==> config.mk <==
export PLATFORM = sky130hd
export DESIGN_NAME = wpsdc_div
export DESIGN_NICKNAME = d
export VERILOG_FILES = /design/src/rtl/wpsdc_div.sv
export SDC_FILE = /design/constraint.sdc
export NUM_CORES = 1
export LEC_CHECK = 0
export ABC_CLOCK_PERIOD_IN_PS = 2100
export BUFFER_PORTS_ARGS = -buffer_cell sky130_fd_sc_hd__buf_4
export CAP_MARGIN = 30
export CORE_AREA = 4 4 87 68
export DETAILED_ROUTE_END_ITERATION = 12
export DIE_AREA = 0 0 91 72
export PLACE_DENSITY_LB_ADDON = 0.2
export SLEW_MARGIN = 20
export SYNTH_ARGS = -nofsm -noshare
export SYNTH_HDL_FRONTEND = slang
export SYNTH_SLANG_ARGS = --single-unit
==> constraint.sdc <==
create_clock -name clk -period 2.1 [get_ports clk]
set_clock_uncertainty 0.1 [all_clocks]
set_input_delay 0 -clock clk [delete_from_list [all_inputs] [get_ports clk]]
set_output_delay 0 -clock clk [all_outputs]
set_load 0.005 [all_outputs]
==> src/rtl/wpsdc_div.sv <==
// ----------------------------------------------------------------------------
// wpsdc_div
// Unsigned restoring divider, one quotient bit per cycle.
// ----------------------------------------------------------------------------
`default_nettype none

module wpsdc_div #(
  parameter int DIVIDEND_W = 12,
  parameter int DIVISOR_W  = 11
) (
  input  wire logic                  clk,
  input  wire logic                  rst,
  input  wire logic                  start,
  input  wire logic [DIVIDEND_W-1:0] dividend,
  input  wire logic [DIVISOR_W-1:0]  divisor,
  output logic                       done,
  output logic      [DIVIDEND_W-1:0] quotient,
  output logic      [DIVISOR_W-1:0]  remainder
);

  localparam int CNT_W = $clog2(DIVIDEND_W + 1);

  logic [CNT_W-1:0]     count;
  logic                 busy;
  logic [DIVISOR_W-1:0] dsr;
  logic [DIVISOR_W:0]   trial;
  logic                 fits;

  // Shift in the next dividend bit and try the subtraction
  assign trial = {remainder, quotient[DIVIDEND_W-1]};
  assign fits  = trial >= {1'b0, dsr};

  // Step counter and completion pulse
  always_ff @(posedge clk) begin
    if (rst) begin
      busy  <= 1'b0;
      done  <= 1'b0;
      count <= '0;
    end else begin
      done <= 1'b0;
      if (start) begin
        busy  <= 1'b1;
        count <= CNT_W'(DIVIDEND_W);
      end else if (busy) begin
        count <= count - CNT_W'(1);
        if (count == CNT_W'(1)) begin
          busy <= 1'b0;
          done <= 1'b1;
        end
      end
    end
  end

  // Partial remainder and quotient; results hold until the next start
  always_ff @(posedge clk) begin
    if (start) begin
      remainder <= '0;
      quotient  <= dividend;
      dsr       <= divisor;
    end else if (busy) begin
      remainder <= fits ? DIVISOR_W'(trial - {1'b0, dsr}) : trial[DIVISOR_W-1:0];
      quotient  <= {quotient[DIVIDEND_W-2:0], fits};
    end
  end

endmodule

`default_nettype wire

; Word level (Yosys, flattened, before mapping)
; Index checks and enable logic that the tools add are counted.
; W data, S select, Z words.
[totals]
elab_cells = 24
register_bits = 40
[classes]
n_eq_ne = 1
bitwise_logic = 1
magnitude_cmp = 1
n_mux = 9
reduce_logical = 3
n_addsub = 2
[ops]
columns = op, count
row1 = $mux W12, 2
row2 = $ge A12 B11 Y1, 1
row3 = $mux W11, 1
row4 = $sub A11 B11 Y11, 1
row5 = $mux W4, 2
row6 = $eq A4 B1 Y1 const B, 1
row7 = $mux W1, 4
row8 = $sub A4 B1 Y4 const B, 1
row9 = $reduce_or A3 Y1, 1
row10 = $reduce_bool A2 Y1, 1
row11 = $reduce_or A2 Y1, 1
row12 = $not A1 Y1, 1

; Logic depth before layout (Yosys ltp)
; Gate-level depths: netlist of the first run.
[logic_depth]
ltp_word = 4
depth_mapped = 9
depth_no_buf = 8

; Worst setup path before layout of the first run
; Ideal clock, no wire load.
[synth_path]
path_kind = register to register
startpoint = reg quotient[11]
endpoint = reg quotient[0], data pin
path_stages_with_launch = 10
t_arrival_ps = 1836
synth_period_minus_slack_ps = 2206
slack_ps = -106
path_buffers = 1
setup_ps = 270
t_required_ps = 1730
path_cell_list = edfxtp_1 > inv_1 > ha_1 > fa_1 > nor2b_4 > o31a_4 > o211ai_4 > and2_1 > buf_2 > mux2i_1
[synth_via]
elab_chain_cells = 3
[synth_lines]
columns = item, line_no
row1 = from (decl), 17  ; output logic [DIVIDEND_W-1:0] quotient,
row2 = from (signal assigned), 58  ; quotient <= dividend;
row3 = from (signal assigned), 62  ; quotient <= {quotient[DIVIDEND_W-2:0], fits};
row4 = $ge A12 B11 Y1, 31  ; assign fits = trial >= {1'b0, dsr};
row5 = $mux W12, 60  ; end else if (busy) begin
row6 = $mux W12, 56  ; if (start) begin
; Every way passes these cells. The select of a mux whose other input is x is not followed.
; A chain may end at the register's enable or synchronous reset.

; Worst setup path in the final report of the first run
[layout_path]
startpoint = reg quotient[11]
endpoint = reg remainder[2]
[layout_via]
elab_chain_cells = 2
word_cells_on_any_way = 3
classes_between = 1 x add/sub / 1 x order compare / 1 x mux
[layout_lines]
columns = item, line_no
row1 = $sub A11 B11 Y11 / $ge A12 B11 Y1 (equally long branches), "61, 31"
row2 = $mux W11 (*), 61  ; remainder <= fits ? DIVISOR_W'(trial - {1'b0, dsr}) : trial[DIVISOR_W-1:0];
row3 = to (signal assigned), 61
row4 = to (decl), 18  ; output logic [DIVISOR_W-1:0] remainder
; Mark *: on every way between the ends. The rest lies on a longest branch, timed or not.

==> load_flow_metrics.sql, run 1 <==
INSERT INTO impl_metrics (metric_group, metric, value, unit) VALUES
('sta', 'pin_slew_with_the_least_headroom_to_its_limit', '0.5491', 'ns'),
('layout', 'antenna_cells', '0', ''),
('floorplanning', 'die_height', '72', 'um'),
('yosys', 'synth_top_area_share', '28.56', '%'),
('layout', 'areaGrowthSynthToFinish', '43.71', '%'),
('global_routing', 'grt_max_degree', '49', ''),
('sta', 'fin_crit_sh', '99.69', '%'),
('global_routing', 'grt-ovfl-total', '0', ''),
('setup_path', 'worstPathCellList', 'inv_1 -> ha_2 -> fa_2 -> nor2b_4 -> o31a_4 -> o211ai_4 -> buf_6 -> a21oi_1 -> nor4_2', ''),
('setup_path', 'cp_data_required_time', '2.21', 'ns'),
('clock_network', 'cts_buf_count', '5', ''),
('detailed_routing', 'number_of_vias_in_the_routed_layout', '2190', ''),
('global_routing', 'grt_usage', '19.47', '%'),
('detailed_routing', 'drt-vias-per-instance', '5.475', ''),
('layout', 'total_number_of_nets_in_the_final_design', '377', ''),
('yosys', 'netlist_area', '2419', 'sq um'),
('yosys', 'synth.avg_cell_area', '10.29', 'sq um'),
('floorplanning', 'core-area', '5180', 'sq um'),
('yosys', 'netlist_instances', '235', ''),
('setup_path', 'end_kind', 'register', ''),
('sta', 'maximum_frequency_from_static_timing_analysis', '0.4777', 'GHz'),
('pwr', 'post-layout-total-power', '2.079', 'mW'),
('yosys', 'synthesis.yosys.warnings', '0', ''),
('sta', 'grt_setup_unrepaired', 'yes', ''),
('layout', 'drive_above_1_share', '38.17', '%'),
('clock_network', 'root_buffer', 'clkbuf_8', ''),
('sta', 'setup_total_negative_slack', '0', 'ns'),
('sta', 'timing_hold_violations_final', '0', ''),
('floorplanning', 'die_span_x', '91', 'um'),
('detailed_routing', 'drt_first_iter_violations', '93', ''),
('outcome', 'status', 'finished clean', ''),
('yosys', 'yosysMostFrequentCell', 'nor2_1', ''),
('pwr', 'power_density', '598.1', 'nW/um^2'),
('detailed_routing', 'wire_per_inst', '15.61', 'um'),
('layout', 'num-fill-cells', '393', ''),
('detailed_routing', 'route.final.wire_length', '6242', 'um'),
('floorplanning', 'die_area', '6552', 'sq um'),
('setup_path', 'critical_path_maximum_fanout', '6', ''),
('yosys', 'postSynth.asyncResetShare', '0', '%'),
('worst_hold_path', 'holdCritPathClass', 'in -> reg', ''),
('setup_path', 'cp_num_buf_inv', '2', ''),
('yosys', 'top_cell_type_by_total_area_after_synthesis', 'edfxtp_1', ''),
('layout', 'final_core_utilization', '67.10', '%'),
('detailed_routing', 'ant_nets', '0', ''),
('yosys', 'synthFlopType', 'edfxtp_1', ''),
('layout', 'final_design_area_no_fill', '3476', 'sq um'),
('clock_network', 'worst_skew_pair.late_latency', '0.29', 'ns'),
('sta', 'min_setup_slack_post_route', '0.006417', 'ns'),
('sta', 'timing_max_transition_violations_final', '0', ''),
('yosys', 'synth-edff-count', '23', ''),
('placed_design', 'globalplace.congestion', '0.8613', ''),
('sta', 'final_count_of_negative_setup_slack_endpoints', '0', ''),
('clock_network', 'htree_levels', '2', ''),
('detailed_routing', 'remaining_drc_errors', '0', ''),
('detailed_routing', 'drt-pass1-iter-count', '4', ''),
('clock_network', 'path_clk_slew', '0.08', 'ns'),
('floorplanning', 'boundaryPins', '50', ''),
('yosys', 'synth_cell_type_count', '57', ''),
('yosys', 'synth.area.top_cells', 'edfxtp_1 29%, dfxtp_1 14%, ha_1 6.7%, mux2_2 5.1%, nor2_1 4.2%', ''),
('sta', 'post-route-min-period', '2.094', 'ns'),
('placed_design', 'place_area', '2993', 'sq um'),
('sta', 'timing.max_slew.rel_slack', '63.34', '%'),
('setup_path', 'timing_worst_setup_path_type', 'reg -> reg', ''),
('yosys', 'yosysSeqAreaShare', '42.63', '%'),
('layout', 'layoutNonFillerInstCount', '400', ''),
('sta', 'fin_hold_ws', '0.1213', 'ns'),
('setup_path', 'cpPeakStageDelay', '0.39', 'ns'),
('yosys', 'synth_nets', '275', ''),
('job', 'drv_cap', '0', ''),
('setup_path', 'critical-path-top-delay-family', 'compound AO/OA/AOI/OAI gates', ''),
('layout', 'seqCellArea', '1033', 'sq um');
[power by group]
part	internal (mW)	switching [mW]	total, mW
Combinational	0.344	0.291	0.635
Clock	0.226	0.270	0.495
Sequential	0.900	0.0481	0.948
Total	1.47	0.609	2.08
[registers in the layout, indices dropped and copies added, names as in the netlist]
register / cells
done: 1
dsr: 11
quotient: 12
busy: 1
count: 4
remainder: 11
[metal layers]
layer	track usage [%]	part of all wire, %
met5	0	0
met2	27.90	44
met4	6.020	0.93
met1	28.96	48
met3	4.767	6.5
[final cells by class]
type | count | share of cell area [%]
Clock buffer | 5 | 1.980
Clock inverter | 3 | 0.3960
Timing Repair Buffer | 107 | 25.38
Inverter | 17 | 1.836
Sequential cell | 40 | 29.73
Multi-Input combinational cell | 166 | 38.44
Tap cell | 62 | 2.232
[worst register-to-register path: cells and delay by family, from the launching register on]
family / cells / cell delay (ns)
compound gates: 3 / 0.60
fa+ha+maj: 2 / 0.41
flops: 1 / 0.39
simple gates: 2 / 0.29
buf+inv: 2 / 0.24
[worst paths after layout]
check,slack (ns),end,cells after the start,startpoint
setup / recovery,0.006,remainder[2],9,quotient[11]
hold / removal,0.12,dsr[2],1,start
setup reg to reg,0.006,remainder[2],9,quotient[11]
hold reg to reg,0.41,count[1],2,count[1]
[timing repair]
| action | CTS | global route |
|---|---|---|
| setup endpoints to repair | 9 | 12 |
| hold endpoints to repair | 29 | 0 |
| gates resized for setup | 7 | 18 |
| hold buffers | 24 | 0 |
| pin swaps | 1 | 12 |
| cloned | 1 | 1 |
| buffers inserted | 2 | 4 |
[cells by family (layout without fill, tap and decap cells)]
logic type / after synthesis / after routing / synth area share, %
and+or+nand+nor: 83 / 83 / 19.35
AOI/OAI and AO/OA: 51 / 51 / 17.23
DFF: 40 / 40 / 42.63
buffers and inverters: 29 / 132 / 5.483
adders and majority gates: 14 / 14 / 7.553
muxes: 13 / 13 / 5.949
xor gates and xnor gates: 5 / 5 / 1.811
[cells in the final DEF, fill, tap and decap left out, types with 4 or more instances in the layout]
cell,count
mux2_2,11
edfxtp_1,23
nand2_1,14
inv_1,15
buf_6,5
o21ai_0,5
dlygate4sd3_1,24
o21a_1,5
buf_4,78
a21oi_1,8
nor2b_1,7
ha_1,9
nor3b_1,4
clkbuf_8,5
nor2_1,27
dfxtp_1,15
Power figures use the tool's default switching activity.
==> inputs of run 2 (changes only) <==
ABC_AREA = 1   (was default)
CAP_MARGIN = 20   (was 30)
SKIP_LAST_GASP = 1   (was default)
==> load_flow_metrics.sql, run 2 <==
INSERT INTO impl_metrics (metric_group, metric, value, unit) VALUES
('outcome', 'status', 'finished clean', ''),
('pwr', 'power_density', '579.3', 'nW/um^2'),
('clock_network', 'worst_skew_pair.late_latency', '0.29', 'ns'),
('layout', 'drive_above_1_share', '24.01', '%'),
('layout', 'layout.cells.most_common', 'nand2_1', ''),
('worst_hold_path', 'worst_hold_startpoint', 'divisor[5]', ''),
('yosys', 'synthesis.yosys.warnings', '0', ''),
('global_routing', 'first_global_vias', '2274', ''),
('yosys', 'synth-edff-count', '23', ''),
('layout', 'antenna_cells', '0', ''),
('sta', 'pin_slew_with_the_least_headroom_to_its_limit', '0.5856', 'ns'),
('worst_hold_path', 'timing.hold.worst_endpoint', 'dsr[5]', ''),
('detailed_routing', 'drt-pass1-iter-count', '4', ''),
('floorplanning', 'boundaryPins', '50', ''),
('setup_path', 'worstReg2RegStart', 'quotient[11]', ''),
('detailed_routing', 'drt-vias-per-instance', '4.968', ''),
('pwr', 'max-vdd-ir-drop', '339.6', 'uV'),
('placed_design', 'placedCellCount', '431', ''),
('detailed_routing', 'route.final.wire_length', '6193', 'um'),
('detailed_routing', 'drt_first_iter_violations', '145', ''),
('global_routing', 'grt-ovfl-total', '0', ''),
('sta', 'timing_hold_violations_final', '0', ''),
('yosys', 'synth.avg_cell_area', '7.634', 'sq um'),
('layout', 'top_register_by_number_of_flip_flops', 'quotient', ''),
('setup_path', 'critical_path.reg2reg.endpoint', 'quotient[0]', ''),
('sta', 'fin_crit_sh', '95.33', '%'),
('setup_path', 'critical_path_arrival', '1.95', 'ns'),
('yosys', 'yosysSeqAreaShare', '42.61', '%'),
('clock_network', 'cts_buf_count', '5', ''),
('clock_network', 'cts.sinks', '40', ''),
('yosys', 'synth.area.top_cells', 'edfxtp_1 29%, nand2_1 16%, dfxtp_1 14%, inv_1 8.4%, ha_1 6.7%', ''),
('clock_network', 'cts_tree', 'built', ''),
('sta', 'grt_setup_unrepaired', 'yes', ''),
('layout', 'largest_reg_flops', '12', ''),
('placed_design', 'globalplace.congestion', '0.8883', ''),
('detailed_routing', 'wire_per_inst', '13.29', 'um'),
('placed_design', 'detailedPlacementHpwl', '4379', 'um'),
('pwr', 'leakagePower', '1.701', 'nW'),
('sta', 'timing.max_slew.rel_slack', '60.92', '%'),
('detailed_routing', 'ant_nets', '0', ''),
('global_routing', 'grt_max_degree', '28', ''),
('layout', 'total_number_of_nets_in_the_final_design', '443', ''),
('sta', 'post-route-min-period', '2.002', 'ns'),
('global_routing', 'grt_first_pass_wirelength', '10430', 'um'),
('setup_path', 'worst-r2r-setup-slack', '0.1', 'ns'),
('layout', 'layoutNonFillerInstCount', '466', ''),
('global_routing', 'grt_usage', '19.91', '%'),
('layout', 'areaGrowthSynthToFinish', '36.71', '%'),
('layout', 'multiInputGateArea', '1144', 'sq um'),
('yosys', 'postSynth.asyncResetShare', '0', '%'),
('detailed_routing', 'remaining_drc_errors', '0', ''),
('clock_network', 'htree_levels', '2', ''),
('setup_path', 'reg2reg_depth', '11', ''),
('sta', 'maximum_frequency_from_static_timing_analysis', '0.4995', 'GHz'),
('global_routing', 'antenna_violations_before_repair', '0', ''),
('setup_path', 'startpoint_type', 'register', ''),
('yosys', 'synth_common_cells', '105 x nand2_1, 54 x inv_1, 27 x nand3_1', ''),
('yosys', 'synth_cell_type_count', '28', ''),
('setup_path', 'end_kind', 'register', ''),
('floorplanning', 'die_span_x', '91', 'um'),
('setup_path', 'timing_worst_setup_path_type', 'reg -> reg', ''),
('sta', 'final_count_of_negative_setup_slack_endpoints', '0', ''),
('layout', 'seqCellArea', '1031', 'sq um'),
('setup_path', 'critical_path_maximum_fanout', '5', ''),
('floorplanning', 'die_height', '72', 'um'),
('sta', 'min_setup_slack_post_route', '0.09801', 'ns'),
('floorplanning', 'die_area', '6552', 'sq um'),
('layout', 'final_cell_mix', '105 x nand2_1, 60 x buf_4, 54 x inv_1, 27 x nand3_1, 25 x dlygate4sd3_1', ''),
('yosys', 'yosysMostFrequentCell', 'nand2_1', ''),
('yosys', 'top_cell_type_by_total_area_after_synthesis', 'edfxtp_1', ''),
('placed_design', 'port_buffer_cells', '49', ''),
('floorplanning', 'initial_utilization', '46.71', '%'),
('job', 'drv_cap', '0', ''),
('yosys', 'synth_nets', '357', ''),
('sta', 'timing_max_transition_violations_final', '0', ''),
('yosys', 'yosys_register_bits', '40', ''),
('floorplanning', 'core-area', '5180', 'sq um'),
('clock_network', 'root_buffer', 'clkbuf_8', ''),
('layout', 'reg_top3', 'quotient (12), dsr (11), remainder (11)', ''),
('worst_hold_path', 'hold_path_depth', '2', ''),
('clock_network', 'clock_tree.buffer_depth', '2', ''),
('floorplanning', 'fp-row-count', '23', ''),
('yosys', 'netlist_instances', '317', ''),
('yosys', 'synth_top_area_share', '28.54', '%'),
('placed_design', 'preCtsSetupSlack', '0.001235', 'ns'),
('layout', 'num-fill-cells', '453', ''),
('yosys', 'netlist_area', '2420', 'sq um'),
('detailed_routing', 'number_of_vias_in_the_routed_layout', '2315', ''),
('setup_path', 'cp_data_required_time', '2.05', 'ns'),
('clock_network', 'path_clk_slew', '0.08', 'ns'),
('worst_hold_path', 'holdCritPathClass', 'in -> reg', ''),
('yosys', 'synthFlopType', 'edfxtp_1', '');
-- run 2: changes by cell type after synthesis, moves of 7 or more --
cell,delta
nand2_1,+90
inv_1,+37
nand3_1,+25
nand4_1,+13
mux2_2,-11
nor2_1,-11
nand2_2,+10
nor2b_1,-7
-- run 2: area by class of cell --
| cell class | count | share of cell area (%) |
|---|---|---|
| inverters | 56 | 6.354 |
| flip-flops and latches | 40 | 31.16 |
| clock inverters | 3 | 1.286 |
| repair buffers | 88 | 22.20 |
| multi-input cells | 212 | 34.57 |
| well taps | 62 | 2.345 |
| clock buffers | 5 | 2.080 |
-- run 2: worst max-delay path, cell delays in order, from the launching register on --
cell	delay [ns]
edfxtp_1	0.41
inv_1	0.14
ha_4	0.16
fa_2	0.21
inv_1	0.05
nand3_1	0.07
nand3_2	0.09
nand2_2	0.12
nand4_4	0.13
buf_6	0.17
nand2_1	0.05
nand2_1	0.06
-- run 2: worst max-delay path by stage --
stage                     slack [ns]         start           end
after global routing           -0.03  quotient[11]   quotient[0]
after CTS                       0.02          busy   quotient[9]
after detailed placement       0.001  quotient[11]  remainder[4]
after floorplan                 0.18  quotient[11]  remainder[5]
after global placement          0.03  quotient[11]  remainder[5]
final                            0.1  quotient[11]   quotient[0]
-- run 2: kinds of logic after synthesis --
group,count (synthesis),synth area share (%)
flops,40,42.61
simple gates,185,35.16
xor+xnor,3,1.086
compound gates,10,2.379
buf+inv,65,11.22
fa+ha+maj,14,7.549
-- run 2: report_power, final --
part / switching [mW] / internal [mW]
clock: 0.291 / 0.352
combinational: 0.181 / 0.175
sequential: 0.0302 / 0.887
total: 0.502 / 1.41
-- run 2: what timing repair did --
item                                    in CTS  in global routing
resized for setup                            1                  7
endpoints found under the setup margin       1                 24
pin swaps                                    0                  2
setup buffers                                0                  2
endpoints found under the hold margin       29                  5
hold buffers                                24                  1
-- run 2: layer usage --
layer / vias up / part of all wire, % / GRT usage (%)
li1: 1177 / - / -
met1: 1028 / 46 / 27.89
met2: 100 / 44 / 31.00
met3: 10 / 8.8 / 4.041
met4: 0 / 1.3 / 6.856
met5: - / 0 / 0
-- run 2: stage by stage --
| step | area, sq um | utilization, % | hold slack [ns] | total power, mW | TNS (ns) |
|---|---|---|---|---|---|
| after floorplan | 2420 | - | -0.03059 | 1.102 | 0 |
| after global placement | 2894 | 55.87 | 0.07818 | 1.234 | 0 |
| after detailed placement | 2894 | 55.87 | 0.07977 | 1.238 | 0 |
| after CTS | 3248 | 62.71 | 0.08495 | 1.916 | 0 |
| after global routing | 3308 | 63.86 | 0.3200 | 2.009 | -0.1027 |
| final | 3308 | 63.86 | 0.3195 | 1.916 | 0 |
